--- config.mk ---
export PLATFORM = sky130hd
export DESIGN_NAME = word_frame_receiver_crc16
export DESIGN_NICKNAME = d
export VERILOG_FILES = /design/src/rtl/core/wfr_pkg.sv /design/src/rtl/core/word_frame_receiver_crc16.sv /design/src/rtl/core/wfr_ctrl.sv /design/src/rtl/core/wfr_dp.sv
export SDC_FILE = /design/constraint.sdc
export NUM_CORES = 1
export LEC_CHECK = 0
export BUFFER_PORTS_ARGS = -buffer_cell sky130_fd_sc_hd__buf_2
export CAP_MARGIN = 20
export CORE_UTILIZATION = 36
export CTS_CLUSTER_DIAMETER = 100
export DETAILED_ROUTE_END_ITERATION = 16
export GPL_TIMING_DRIVEN = 0
export PLACE_DENSITY = 0.5
export SYNTH_ARGS = -nofsm -noshare
export SYNTH_HDL_FRONTEND = slang
export SYNTH_HIERARCHICAL = 1
export SYNTH_SLANG_ARGS = --single-unit
export TNS_END_PERCENT = 20
--- constraint.sdc ---
create_clock -name clk_i -period 6.5 [get_ports clk_i]
set_input_delay 0.65 -clock clk_i [delete_from_list [all_inputs] [get_ports clk_i]]
set_output_delay 0.65 -clock clk_i [all_outputs]
set_load 0.01 [all_outputs]
--- src/rtl/core/wfr_pkg.sv ---
// ----------------------------------------------------------------------------
// Framed word receiver package
// Constants, codes, the CRC byte step and the controller/datapath bundles.
// ----------------------------------------------------------------------------
package wfr_pkg;

  localparam int HEADER_LEN = 10;
  localparam int WORD_W     = 16;
  localparam int FILL_W     = 4;
  localparam int CNT_W      = 5;
  localparam int SHIFT_W    = 4;

  // Header CRC covers all words but the last, two bytes each
  localparam int HCRC_BYTES = 2 * (HEADER_LEN - 1);

  localparam logic [WORD_W-1:0] CRC_INIT = 16'hFFFF;
  localparam logic [WORD_W-1:0] CRC_POLY = 16'h1021;
  localparam logic [WORD_W-1:0] MAX_LEN_RESET = 16'd256;

  // Header word positions
  localparam int HW_VERSION = 2;
  localparam int HW_TYPE    = 3;
  localparam int HW_CMD     = 4;
  localparam int HW_SEQ     = 5;
  localparam int HW_FLAGS   = 6;
  localparam int HW_STATUS  = 7;
  localparam int HW_LEN     = 8;
  localparam int HW_CRC     = 9;

  // Configuration register indexes
  localparam logic [1:0] REG_SYNC_FIRST  = 2'd0;
  localparam logic [1:0] REG_SYNC_SECOND = 2'd1;
  localparam logic [1:0] REG_MAX_LEN     = 2'd2;

  // Result event codes
  localparam logic [1:0] EV_HEADER = 2'd0;
  localparam logic [1:0] EV_DATA   = 2'd1;
  localparam logic [1:0] EV_OK     = 2'd2;
  localparam logic [1:0] EV_BAD    = 2'd3;

  // Receive phases
  localparam logic [1:0] PH_HUNT    = 2'd0;
  localparam logic [1:0] PH_PAYLOAD = 2'd1;
  localparam logic [1:0] PH_CHECK   = 2'd2;

  typedef enum logic [1:0] {
    EMIT_HEADER,
    EMIT_DATA,
    EMIT_END
  } wfr_emit_e;

  // Controller commands to the datapath
  typedef struct packed {
    logic      capture;
    logic      hunt;
    logic      pcrc_step;
    logic      pcrc_hi;
    logic      hcrc_step;
    logic      resync;
    logic      shift;
    logic      load;
    wfr_emit_e emit;
  } wfr_cmd_t;

  // Datapath status to the controller
  typedef struct packed {
    logic [1:0] phase;
    logic       hdr_complete;
    logic       hcrc_last;
    logic       hdr_good;
    logic       shift_busy;
    logic       out_free;
  } wfr_status_t;

  // One byte of CRC-16 (poly 0x1021, MSB first)
  function automatic logic [WORD_W-1:0] crc_byte(input logic [WORD_W-1:0] crc,
                                                 input logic [7:0] b);
    logic [WORD_W-1:0] c;
    c = crc ^ {b, 8'h00};
    for (int i = 0; i < 8; i++) begin
      if (c[WORD_W-1]) begin
        c = {c[WORD_W-2:0], 1'b0} ^ CRC_POLY;
      end else begin
        c = {c[WORD_W-2:0], 1'b0};
      end
    end
    return c;
  endfunction

endpackage

--- src/rtl/core/word_frame_receiver_crc16.sv ---
// ----------------------------------------------------------------------------
// Framed word receiver with CRC-16 header and payload checking
// Top level: joins the controller and the datapath.
// ----------------------------------------------------------------------------
// Items are taken one at a time. A word seen while hunting or collecting the
// header is captured and dispatched; a payload word is captured, dispatched,
// put through two byte steps of the CRC unit and loaded as a result; the
// end-of-frame word is captured, dispatched and loaded as a result. The tenth
// header word adds the 18-byte header CRC, one byte per cycle through the
// single CRC byte unit, and a check step; an accepted header then loads its
// result, while a rejected header shifts the store down one word at a time,
// up to 8 words, as the store realigns on a later sync pair. The result
// register lets the next word in while a result waits; a result that finds it
// still full waits there. Configuration writes are taken every cycle.
module word_frame_receiver_crc16 (
  input  logic        clk_i,
  input  logic        rst_ni,
  input  logic        cfg_valid_i,
  output logic        cfg_ready_o,
  input  logic [1:0]  cfg_index_i,
  input  logic [15:0] cfg_data_i,
  input  logic        in_valid_i,
  output logic        in_stall_o,
  input  logic [15:0] in_word_i,
  output logic        out_valid_o,
  input  logic        out_stall_i,
  output logic [1:0]  event_kind_o,
  output logic [15:0] data_word_o,
  output logic [15:0] proto_version_o,
  output logic [15:0] pkt_type_o,
  output logic [15:0] cmd_code_o,
  output logic [15:0] seq_number_o,
  output logic [15:0] flag_bits_o,
  output logic [15:0] status_word_o,
  output logic [15:0] payload_len_o
);
  import wfr_pkg::*;

  wfr_cmd_t    cmd;
  wfr_status_t st;

  // Registers accept writes at any time
  assign cfg_ready_o = 1'b1;

  wfr_ctrl u_ctrl (
    .clk_i      (clk_i),
    .rst_ni     (rst_ni),
    .in_valid_i (in_valid_i),
    .in_stall_o (in_stall_o),
    .st_i       (st),
    .cmd_o      (cmd)
  );

  wfr_dp u_dp (
    .clk_i           (clk_i),
    .rst_ni          (rst_ni),
    .cfg_valid_i     (cfg_valid_i),
    .cfg_index_i     (cfg_index_i),
    .cfg_data_i      (cfg_data_i),
    .in_word_i       (in_word_i),
    .out_stall_i     (out_stall_i),
    .cmd_i           (cmd),
    .st_o            (st),
    .out_valid_o     (out_valid_o),
    .event_kind_o    (event_kind_o),
    .data_word_o     (data_word_o),
    .proto_version_o (proto_version_o),
    .pkt_type_o      (pkt_type_o),
    .cmd_code_o      (cmd_code_o),
    .seq_number_o    (seq_number_o),
    .flag_bits_o     (flag_bits_o),
    .status_word_o   (status_word_o),
    .payload_len_o   (payload_len_o)
  );

endmodule

--- src/rtl/core/wfr_ctrl.sv ---
// ----------------------------------------------------------------------------
// Framed word receiver controller
// Sequences capture, hunt, CRC steps, header check, resync shift and emit.
// ----------------------------------------------------------------------------
module wfr_ctrl (
  input  logic                 clk_i,
  input  logic                 rst_ni,
  input  logic                 in_valid_i,
  output logic                 in_stall_o,
  input  wfr_pkg::wfr_status_t st_i,
  output wfr_pkg::wfr_cmd_t    cmd_o
);
  import wfr_pkg::*;

  localparam logic [2:0] S_IDLE     = 3'd0;
  localparam logic [2:0] S_DISPATCH = 3'd1;
  localparam logic [2:0] S_PCRC_LO  = 3'd2;
  localparam logic [2:0] S_PCRC_HI  = 3'd3;
  localparam logic [2:0] S_HCRC     = 3'd4;
  localparam logic [2:0] S_HCHK     = 3'd5;
  localparam logic [2:0] S_SHIFT    = 3'd6;
  localparam logic [2:0] S_EMIT     = 3'd7;

  logic [2:0] state_q, state_d;
  wfr_emit_e  emit_q, emit_d;

  // Take a new item only when the sequencer is at rest
  assign in_stall_o = (state_q != S_IDLE);

  // Next state and commands
  always_comb begin
    state_d = state_q;
    emit_d  = emit_q;
    cmd_o   = '0;
    unique case (state_q)
      S_IDLE: begin
        if (in_valid_i) begin
          cmd_o.capture = 1'b1;
          state_d       = S_DISPATCH;
        end
      end
      S_DISPATCH: begin
        unique case (st_i.phase)
          PH_PAYLOAD: state_d = S_PCRC_LO;
          PH_CHECK: begin
            emit_d  = EMIT_END;
            state_d = S_EMIT;
          end
          default: begin
            cmd_o.hunt = 1'b1;
            state_d    = st_i.hdr_complete ? S_HCRC : S_IDLE;
          end
        endcase
      end
      S_PCRC_LO: begin
        cmd_o.pcrc_step = 1'b1;
        state_d         = S_PCRC_HI;
      end
      S_PCRC_HI: begin
        cmd_o.pcrc_step = 1'b1;
        cmd_o.pcrc_hi   = 1'b1;
        emit_d          = EMIT_DATA;
        state_d         = S_EMIT;
      end
      S_HCRC: begin
        cmd_o.hcrc_step = 1'b1;
        if (st_i.hcrc_last) begin
          state_d = S_HCHK;
        end
      end
      S_HCHK: begin
        if (st_i.hdr_good) begin
          emit_d  = EMIT_HEADER;
          state_d = S_EMIT;
        end else begin
          cmd_o.resync = 1'b1;
          state_d      = S_SHIFT;
        end
      end
      S_SHIFT: begin
        if (st_i.shift_busy) begin
          cmd_o.shift = 1'b1;
        end else begin
          state_d = S_IDLE;
        end
      end
      S_EMIT: begin
        cmd_o.emit = emit_q;
        if (st_i.out_free) begin
          cmd_o.load = 1'b1;
          state_d    = S_IDLE;
        end
      end
    endcase
  end

  // State registers
  always_ff @(posedge clk_i or negedge rst_ni) begin
    if (!rst_ni) begin
      state_q <= S_IDLE;
      emit_q  <= EMIT_HEADER;
    end else begin
      state_q <= state_d;
      emit_q  <= emit_d;
    end
  end

endmodule

--- src/rtl/core/wfr_dp.sv ---
// ----------------------------------------------------------------------------
// Framed word receiver datapath
// Config registers, header store, shared CRC byte unit and result register.
// ----------------------------------------------------------------------------
module wfr_dp (
  input  logic                 clk_i,
  input  logic                 rst_ni,
  input  logic                 cfg_valid_i,
  input  logic [1:0]           cfg_index_i,
  input  logic [15:0]          cfg_data_i,
  input  logic [15:0]          in_word_i,
  input  logic                 out_stall_i,
  input  wfr_pkg::wfr_cmd_t    cmd_i,
  output wfr_pkg::wfr_status_t st_o,
  output logic                 out_valid_o,
  output logic [1:0]           event_kind_o,
  output logic [15:0]          data_word_o,
  output logic [15:0]          proto_version_o,
  output logic [15:0]          pkt_type_o,
  output logic [15:0]          cmd_code_o,
  output logic [15:0]          seq_number_o,
  output logic [15:0]          flag_bits_o,
  output logic [15:0]          status_word_o,
  output logic [15:0]          payload_len_o
);
  import wfr_pkg::*;

  logic [WORD_W-1:0]  sync_first_q, sync_second_q, max_len_q;
  logic [WORD_W-1:0]  store_q [HEADER_LEN];
  logic [FILL_W-1:0]  fill_q, fill_d;
  logic [1:0]         phase_q, phase_d;
  logic [WORD_W-1:0]  left_q, left_d;
  logic [WORD_W-1:0]  crc_q, crc_d;
  logic [CNT_W-1:0]   cnt_q, cnt_d;
  logic [SHIFT_W-1:0] shift_q, shift_d;
  logic [WORD_W-1:0]  word_q;

  logic               out_valid_q;
  logic [1:0]         out_kind_q;
  logic [WORD_W-1:0]  out_data_q, out_ver_q, out_type_q, out_cmd_q;
  logic [WORD_W-1:0]  out_seq_q, out_flags_q, out_status_q, out_len_q;

  logic               store_we;
  logic [FILL_W-1:0]  store_waddr;
  logic [WORD_W-1:0]  store_wdata;
  logic               pair_found;
  logic [SHIFT_W-1:0] pair_pos;
  logic [WORD_W-1:0]  hword;
  logic [7:0]         crc_in;
  logic [WORD_W-1:0]  crc_next;
  logic               out_free;
  logic               is_header, is_data;

  // Configuration writes
  always_ff @(posedge clk_i or negedge rst_ni) begin
    if (!rst_ni) begin
      sync_first_q  <= '0;
      sync_second_q <= '0;
      max_len_q     <= MAX_LEN_RESET;
    end else if (cfg_valid_i) begin
      unique case (cfg_index_i)
        REG_SYNC_FIRST:  sync_first_q  <= cfg_data_i;
        REG_SYNC_SECOND: sync_second_q <= cfg_data_i;
        REG_MAX_LEN:     max_len_q     <= cfg_data_i;
        default: ;
      endcase
    end
  end

  // Hold the accepted word for the whole item
  always_ff @(posedge clk_i) begin
    if (cmd_i.capture) begin
      word_q <= in_word_i;
    end
  end

  // Search the stored words for the lowest later sync pair
  always_comb begin
    pair_found = 1'b0;
    pair_pos   = '0;
    for (int k = HEADER_LEN - 2; k >= 1; k--) begin
      if (store_q[k] == sync_first_q && store_q[k+1] == sync_second_q) begin
        pair_found = 1'b1;
        pair_pos   = SHIFT_W'(k);
      end
    end
  end

  // Shared CRC byte unit: payload word bytes or stored header bytes
  assign hword = store_q[cnt_q[CNT_W-1:1]];
  always_comb begin
    if (cmd_i.hcrc_step) begin
      crc_in = cnt_q[0] ? hword[15:8] : hword[7:0];
    end else begin
      crc_in = cmd_i.pcrc_hi ? word_q[15:8] : word_q[7:0];
    end
  end
  assign crc_next = crc_byte(crc_q, crc_in);

  assign out_free  = !out_valid_q || !out_stall_i;
  assign is_header = cmd_i.load && (cmd_i.emit == EMIT_HEADER);
  assign is_data   = cmd_i.load && (cmd_i.emit == EMIT_DATA);

  // Receive state updates
  always_comb begin
    fill_d      = fill_q;
    phase_d     = phase_q;
    left_d      = left_q;
    crc_d       = crc_q;
    cnt_d       = cnt_q;
    shift_d     = shift_q;
    store_we    = 1'b0;
    store_waddr = fill_q;
    store_wdata = word_q;

    if (cmd_i.hunt) begin
      phase_d = PH_HUNT;
      priority if (fill_q == '0) begin
        if (word_q == sync_first_q) begin
          store_we = 1'b1;
          fill_d   = FILL_W'(1);
        end
      end else if (fill_q == FILL_W'(1)) begin
        if (word_q == sync_second_q) begin
          store_we = 1'b1;
          fill_d   = FILL_W'(2);
        end else if (word_q != sync_first_q) begin
          fill_d = '0;
        end
      end else if (fill_q >= FILL_W'(HEADER_LEN)) begin
        fill_d = '0;
      end else begin
        store_we = 1'b1;
        fill_d   = fill_q + FILL_W'(1);
      end
    end

    if (cmd_i.pcrc_step) begin
      crc_d = crc_next;
    end

    if (cmd_i.hcrc_step) begin
      crc_d = crc_next;
      cnt_d = (cnt_q == CNT_W'(HCRC_BYTES - 1)) ? '0 : cnt_q + CNT_W'(1);
    end

    // Bad header: keep a later sync pair, or a trailing first sync word
    if (cmd_i.resync) begin
      crc_d = CRC_INIT;
      if (pair_found) begin
        shift_d = pair_pos;
        fill_d  = FILL_W'(HEADER_LEN) - FILL_W'(pair_pos);
      end else if (store_q[HW_CRC] == sync_first_q) begin
        store_we    = 1'b1;
        store_waddr = '0;
        store_wdata = sync_first_q;
        fill_d      = FILL_W'(1);
      end else begin
        fill_d = '0;
      end
    end

    if (cmd_i.shift) begin
      shift_d = shift_q - SHIFT_W'(1);
    end

    if (cmd_i.load) begin
      unique case (cmd_i.emit)
        EMIT_HEADER: begin
          left_d  = store_q[HW_LEN];
          crc_d   = CRC_INIT;
          fill_d  = '0;
          phase_d = (store_q[HW_LEN] != '0) ? PH_PAYLOAD : PH_CHECK;
        end
        EMIT_DATA: begin
          left_d = left_q - WORD_W'(1);
          if (left_q == WORD_W'(1)) begin
            phase_d = PH_CHECK;
          end
        end
        EMIT_END: begin
          phase_d = PH_HUNT;
          fill_d  = '0;
          crc_d   = CRC_INIT;
        end
        default: ;
      endcase
    end
  end

  always_ff @(posedge clk_i or negedge rst_ni) begin
    if (!rst_ni) begin
      fill_q  <= '0;
      phase_q <= PH_HUNT;
      left_q  <= '0;
      crc_q   <= CRC_INIT;
      cnt_q   <= '0;
      shift_q <= '0;
    end else begin
      fill_q  <= fill_d;
      phase_q <= phase_d;
      left_q  <= left_d;
      crc_q   <= crc_d;
      cnt_q   <= cnt_d;
      shift_q <= shift_d;
    end
  end

  // Header store: single write port, one-step shift down during resync
  always_ff @(posedge clk_i) begin
    if (cmd_i.shift) begin
      for (int i = 0; i < HEADER_LEN - 1; i++) begin
        store_q[i] <= store_q[i+1];
      end
    end else if (store_we) begin
      store_q[store_waddr] <= store_wdata;
    end
  end

  // Result register
  always_ff @(posedge clk_i or negedge rst_ni) begin
    if (!rst_ni) begin
      out_valid_q <= 1'b0;
    end else if (cmd_i.load) begin
      out_valid_q <= 1'b1;
    end else if (!out_stall_i) begin
      out_valid_q <= 1'b0;
    end
  end

  always_ff @(posedge clk_i) begin
    if (cmd_i.load) begin
      unique case (cmd_i.emit)
        EMIT_HEADER: out_kind_q <= EV_HEADER;
        EMIT_DATA:   out_kind_q <= EV_DATA;
        EMIT_END:    out_kind_q <= (crc_q == word_q) ? EV_OK : EV_BAD;
        default:     out_kind_q <= EV_BAD;
      endcase
      out_data_q   <= is_data   ? word_q              : '0;
      out_ver_q    <= is_header ? store_q[HW_VERSION] : '0;
      out_type_q   <= is_header ? store_q[HW_TYPE]    : '0;
      out_cmd_q    <= is_header ? store_q[HW_CMD]     : '0;
      out_seq_q    <= is_header ? store_q[HW_SEQ]     : '0;
      out_flags_q  <= is_header ? store_q[HW_FLAGS]   : '0;
      out_status_q <= is_header ? store_q[HW_STATUS]  : '0;
      out_len_q    <= is_header ? store_q[HW_LEN]     : '0;
    end
  end

  // Status to the controller
  assign st_o.phase        = phase_q;
  assign st_o.hdr_complete = (fill_q == FILL_W'(HEADER_LEN - 1));
  assign st_o.hcrc_last    = (cnt_q == CNT_W'(HCRC_BYTES - 1));
  assign st_o.hdr_good     = (crc_q == store_q[HW_CRC]) && (store_q[HW_LEN] <= max_len_q);
  assign st_o.shift_busy   = (shift_q != '0);
  assign st_o.out_free     = out_free;

  assign out_valid_o     = out_valid_q;
  assign event_kind_o    = out_kind_q;
  assign data_word_o     = out_data_q;
  assign proto_version_o = out_ver_q;
  assign pkt_type_o      = out_type_q;
  assign cmd_code_o      = out_cmd_q;
  assign seq_number_o    = out_seq_q;
  assign flag_bits_o     = out_flags_q;
  assign status_word_o   = out_status_q;
  assign payload_len_o   = out_len_q;

endmodule

== Word level (Yosys, flattened, before mapping) ==
Memories as Yosys holds them, arrays and structs flattened.
Cells that the tools add are included.
Word-level totals
  register bits: 247
  latch bits: 0
  RAM bits: 160
  bits in read-only memories: 0
  input bits: 39
  word-level logic and storage cells: 226
  memories kept: 1
Operators by class
  $add $sub $neg: 5
  multipliers: 0
  divide/modulo/power cells: 0
  magnitude comparators: 2
  equal/unequal tests: 46
  shift operators: 0
  mux-type cells: 105
  bitwise gates (word level): 9
  reductions and logical operators: 36
Memory list
  u_dp.store_q: words 10, bits a word 16, read ports 10, clocked after Yosys merged registers in 0, wr ports 9, RTL line wfr_dp.sv:29  | logic [WORD_W-1:0] store_q [HEADER_LEN];
Operators with widths (count)
  $eq 16x16->1: 21
  $mux 16: 9
  $mux 13: 8
  $mux 4: 26
  $mux 1: 40
  $pmux 16 s2: 1
  $mux 8: 3
  $not 3->3: 8
  $pmux 3 s8: 1
  $mux 3: 6
  $pmux 2 s3: 3
  $eq 16x1->1 const B: 1
  $le 16x16->1: 1
  $ne 16x16->1: 1
  $reduce_bool 16->1: 1
  $reduce_or 16->1: 1
  $sub 16x1->16 const B: 1
  $xor 16x16->16: 1
  $eq 3x3->1 const B: 4
  $mux 2: 6
  $logic_and 1x1->1: 11
  $ne 2x2->1 const B: 5
  $reduce_and 2->1: 5
  $eq 2x1->1 const B: 3
  other kinds (25): 36

== Depth between registers and ports, before layout ==
  depth after elaboration: 26
  depth in mapped cells: 22

== Modules after synthesis ==
Netlist, hierarchy kept.
Modules (own cells, without submodules)
  wfr_dp: instances 1, cells each 1951, area an instance 26711.9 µm²
  wfr_ctrl: instances 1, cells each 53, area an instance 467.9 µm²
  word_frame_receiver_crc16: instances 1, cells each 2, area an instance 11.3 µm²

== Worst setup path after synthesis ==
OpenSTA, ideal clock, no wires.
  path kind: input to register
  from: input port out_stall_i
  to: register u_dp.out_len_q[6] (netlist: u_dp/payload_len_o[6]) (read register of u_dp.store_q) (data pin)
  library setup time: 0.132 ns
  data arrival time: 5.175 ns
  path slack: 1.193 ns
  stages on the path: 8
  path through: nand2_1 buf_4 and2_1 nand2b_1 nor2_1 clkbuf_1 clkbuf_1 and2_1
RTL lines
  from (decl): RTL line word_frame_receiver_crc16.sv:26  | input logic out_stall_i,
  to (decl): RTL line wfr_dp.sv:41  | logic [WORD_W-1:0] out_seq_q, out_flags_q, out_status_q, out_len_q;

==> flow_summary.json <==
{
  "async_flop_share": 0.201,
  "yosys_warnings": 6,
  "hold_violations": 0,
  "hp-class": "in2reg",
  "design.core.area_um2": 74600,
  "detail_route.iter0.violations": 2353,
  "remaining_drc_errors": 0,
  "cts_resized": 0,
  "finalInstanceArea_um2": 31700,
  "synth.area.top_cells": "edfxtp_1, dfrtp_1, xnor2_1",
  "cp-start-kind": "flop",
  "cp.required_ns": 6.77,
  "arrival_ns": 6.23,
  "gp_congestion": 0.969,
  "slew_viol_final": 0,
  "status": "completed",
  "p_per_area_nw_per_um2": 369,
  "synth-seq-cells": 503,
  "ant_nets": 0,
  "viasPerCell": 5.76,
  "postSynthCellCount": 2006,
  "placed_area_um2": 29700,
  "cts.clk_slew.worst_paths_ns": 0.06,
  "num_rows": 100,
  "place_worst_setup_slack_ns": 0.621,
  "antenna_found_initial": 9,
  "fin_total_pwr_uw": 11700,
  "critPathKind": "reg2reg",
  "maxCapViolations": 0,
  "final_core_util": 0.425,
  "fin_nets": 2412,
  "cellLeakagePower_uw": 0.0117,
  "dpl.hpwl_mm": 73.8,
  "grt_pass1_vias": 18800,
  "drive_above_1_share": 0.270,
  "clock_latency_ns": 0.65,
  "overflow": 0,
  "cp-end-kind": "flop",
  "die_area_um2": 76600,
  "portBuffers": 170,
  "min_period_ns": 5.96,
  "fp.dieH_um": 277,
  "post_cts_buffers": 0,
  "cts_tree": "built",
  "layout_commonest_cell": "edfxtp_1",
  "relSlewSlack": 0.111,
  "synth_area_leader_cell": "edfxtp_1",
  "start_util": 0.365,
  "ir_drop_mv": 0.195,
  "fmax_mhz": 168,
  "vias": 19400,
  "syn_avg_cell_area_um2": 13.6,
  "synth_area_um2": 27200,
  "die_x_um": 277,
  "tightest_slew_ns": 1.33,
  "syn2layout_area_growth_pct": 16.6,
  "clock_sinks": 503,
  "worst_slack_ns": 0.540,
  "clock_skew_ns": 0.0300,
  "yosysTopAreaCellShare": 0.444,
  "rsz0062_at_grt": "false",
  "post-route-period-util": 0.917,
  "netlist-cell-type-count": 76,
  "numCtsBuffers": 60,
  "io_pins": 172,
  "grt_pass1_wl_mm": 148,
  "root_buffer": "clkbuf_16",
  "wl_mm": 108,
  "synth_edf_count": 402,
  "grt_max_degree": 74,
  "track_usage": 0.277,
  "finalSetupTns_ns": 0,
  "final_cell_mix": "edfxtp_1, xnor2_1, buf_2",
  "cts_max_level": 2,
  "worstPathMaxFanout": 16,
  "clockBufferDepth": 3,
  "firstDrtPassIters": 7,
  "report.final.setup_viol": 0,
  "ys_seq_area_frac": 0.538,
  "synth_ff_type": "edfxtp_1",
  "cts_hold_buf": 1,
  "wl_per_cell_um": 32.0
}
-- routing by layer --
metal | global-route usage | routed length (µm) | vias up
li1 | - | - | 8025
met1 | 0.376 | 44900 | 10000
met2 | 0.420 | 47600 | 1095
met3 | 0.0796 | 11000 | 236
met4 | 0.0969 | 4300 | 2
met5 | 0.00188 | 12 | -
-- path summary, 6_finish.rpt --
check                                    from            endpoint  slack (ns)  cells after the start
hold reg to reg             u_dp/max_len_q[5]   u_dp/max_len_q[5]        0.51                      1
setup / recovery           u_dp/store_q[8][9]  u_dp/store_q[6][4]        0.54                     20
min in group asynchronous              rst_ni     u_dp/left_q[12]        0.53                      2
hold / removal                   in_word_i[3]      u_dp/word_q[3]        0.19                      1
max in group asynchronous              rst_ni      u_dp/crc_q[11]        5.23                      3
setup reg to reg           u_dp/store_q[8][9]  u_dp/store_q[6][4]        0.54                     20
-- cells by family (layout without fill, tap and decap cells) --
family,Yosys count,count (layout),synth area share
buffers and inverters,179,472,0.0348
and+or+nand+nor,465,465,0.101
AOI/OAI and AO/OA,171,171,0.0399
DFF,503,503,0.538
muxes,293,293,0.156
adders and majority gates,29,29,0.0133
xor gates and xnor gates,364,364,0.118
other,2,100,0.000276
-- where the power goes --
group          leakage, µW  switching [µW]  internal, µW  total [µW]
clock             0.000940            1430          1880        3310
combinational      0.00585            2470          1490        3960
sequential         0.00494             347          4070        4420
total               0.0117            4240          7450       11700
-- worst max-delay path: stages, from the launching register on --
cell      delay [ns]
edfxtp_1        0.75
ha_1            0.36
a21o_1          0.16
a21oi_1         0.15
nor2b_1         0.06
o21ai_0         0.13
nand2b_1        0.07
a221o_1         0.34
a21oi_1         0.15
o21a_1          0.39
nor2b_1         0.11
and3b_1         0.19
clkbuf_1        0.28
nand4_1         0.25
nor4_1          0.09
or2_1           0.27
buf_6           0.13
or4_1           0.69
buf_6           0.23
buf_12          0.15
or2b_1          0.62
-- through the flow --
stage               cells  hold WS (ns)
floorplan            2101         0.354
global placement     3240         0.494
CTS                  3359         0.156
detailed placement   3246         0.493
finish               3366         0.192
global route         3363         0.165
-- state kept, by name, summed over array words and instances (netlist names), 4 cells and up --
name and cells:
u_dp/pkt_type_o 16, u_dp/flag_bits_o 16, u_dp/data_word_o 16, u_dp/seq_number_o 16
u_dp/crc_q 16, u_dp/sync_first_q 16, u_dp/shift_q 4, u_dp/left_q 16
u_dp/fill_q 4, u_dp/word_q 16, u_dp/sync_second_q 16, u_dp/proto_version_o 16
u_dp/store_q 256, u_dp/max_len_q 16, u_dp/payload_len_o 16, u_dp/status_word_o 16
u_dp/cmd_code_o 16, u_dp/cnt_q 5
-- synthesized netlist by cell type, types with 15 or more instances --
master,number
xor2_1,138
ha_1,29
nor3_1,15
nor2_1,38
nor4_1,50
dfstp_2,17
and2_1,117
mux2i_1,19
buf_6,17
inv_1,32
dfrtp_1,84
buf_2,35
mux4_2,64
nand2_1,45
o21ai_0,50
and3_1,24
nand2b_1,17
nand3_1,29
edfxtp_1,402
mux2_2,147
nand4_1,72
clkbuf_1,68
xnor2_1,225
a21oi_1,47
mux2_4,63
-- cell type report --
type / instances / area, µm²
Timing Repair Buffer: 181 / 1010
Antenna cell: 3 / 7.51
Multi-Input combinational cell: 1419 / 12000
Tap cell: 969 / 1210
Sequential cell: 503 / 14600
Buffer: 147 / 826
Clock inverter: 40 / 327
Clock buffer: 72 / 1600
Fill cell: 6957 / 42900
Inverter: 32 / 120
No activity file was read; power rests on OpenSTA's default activity.
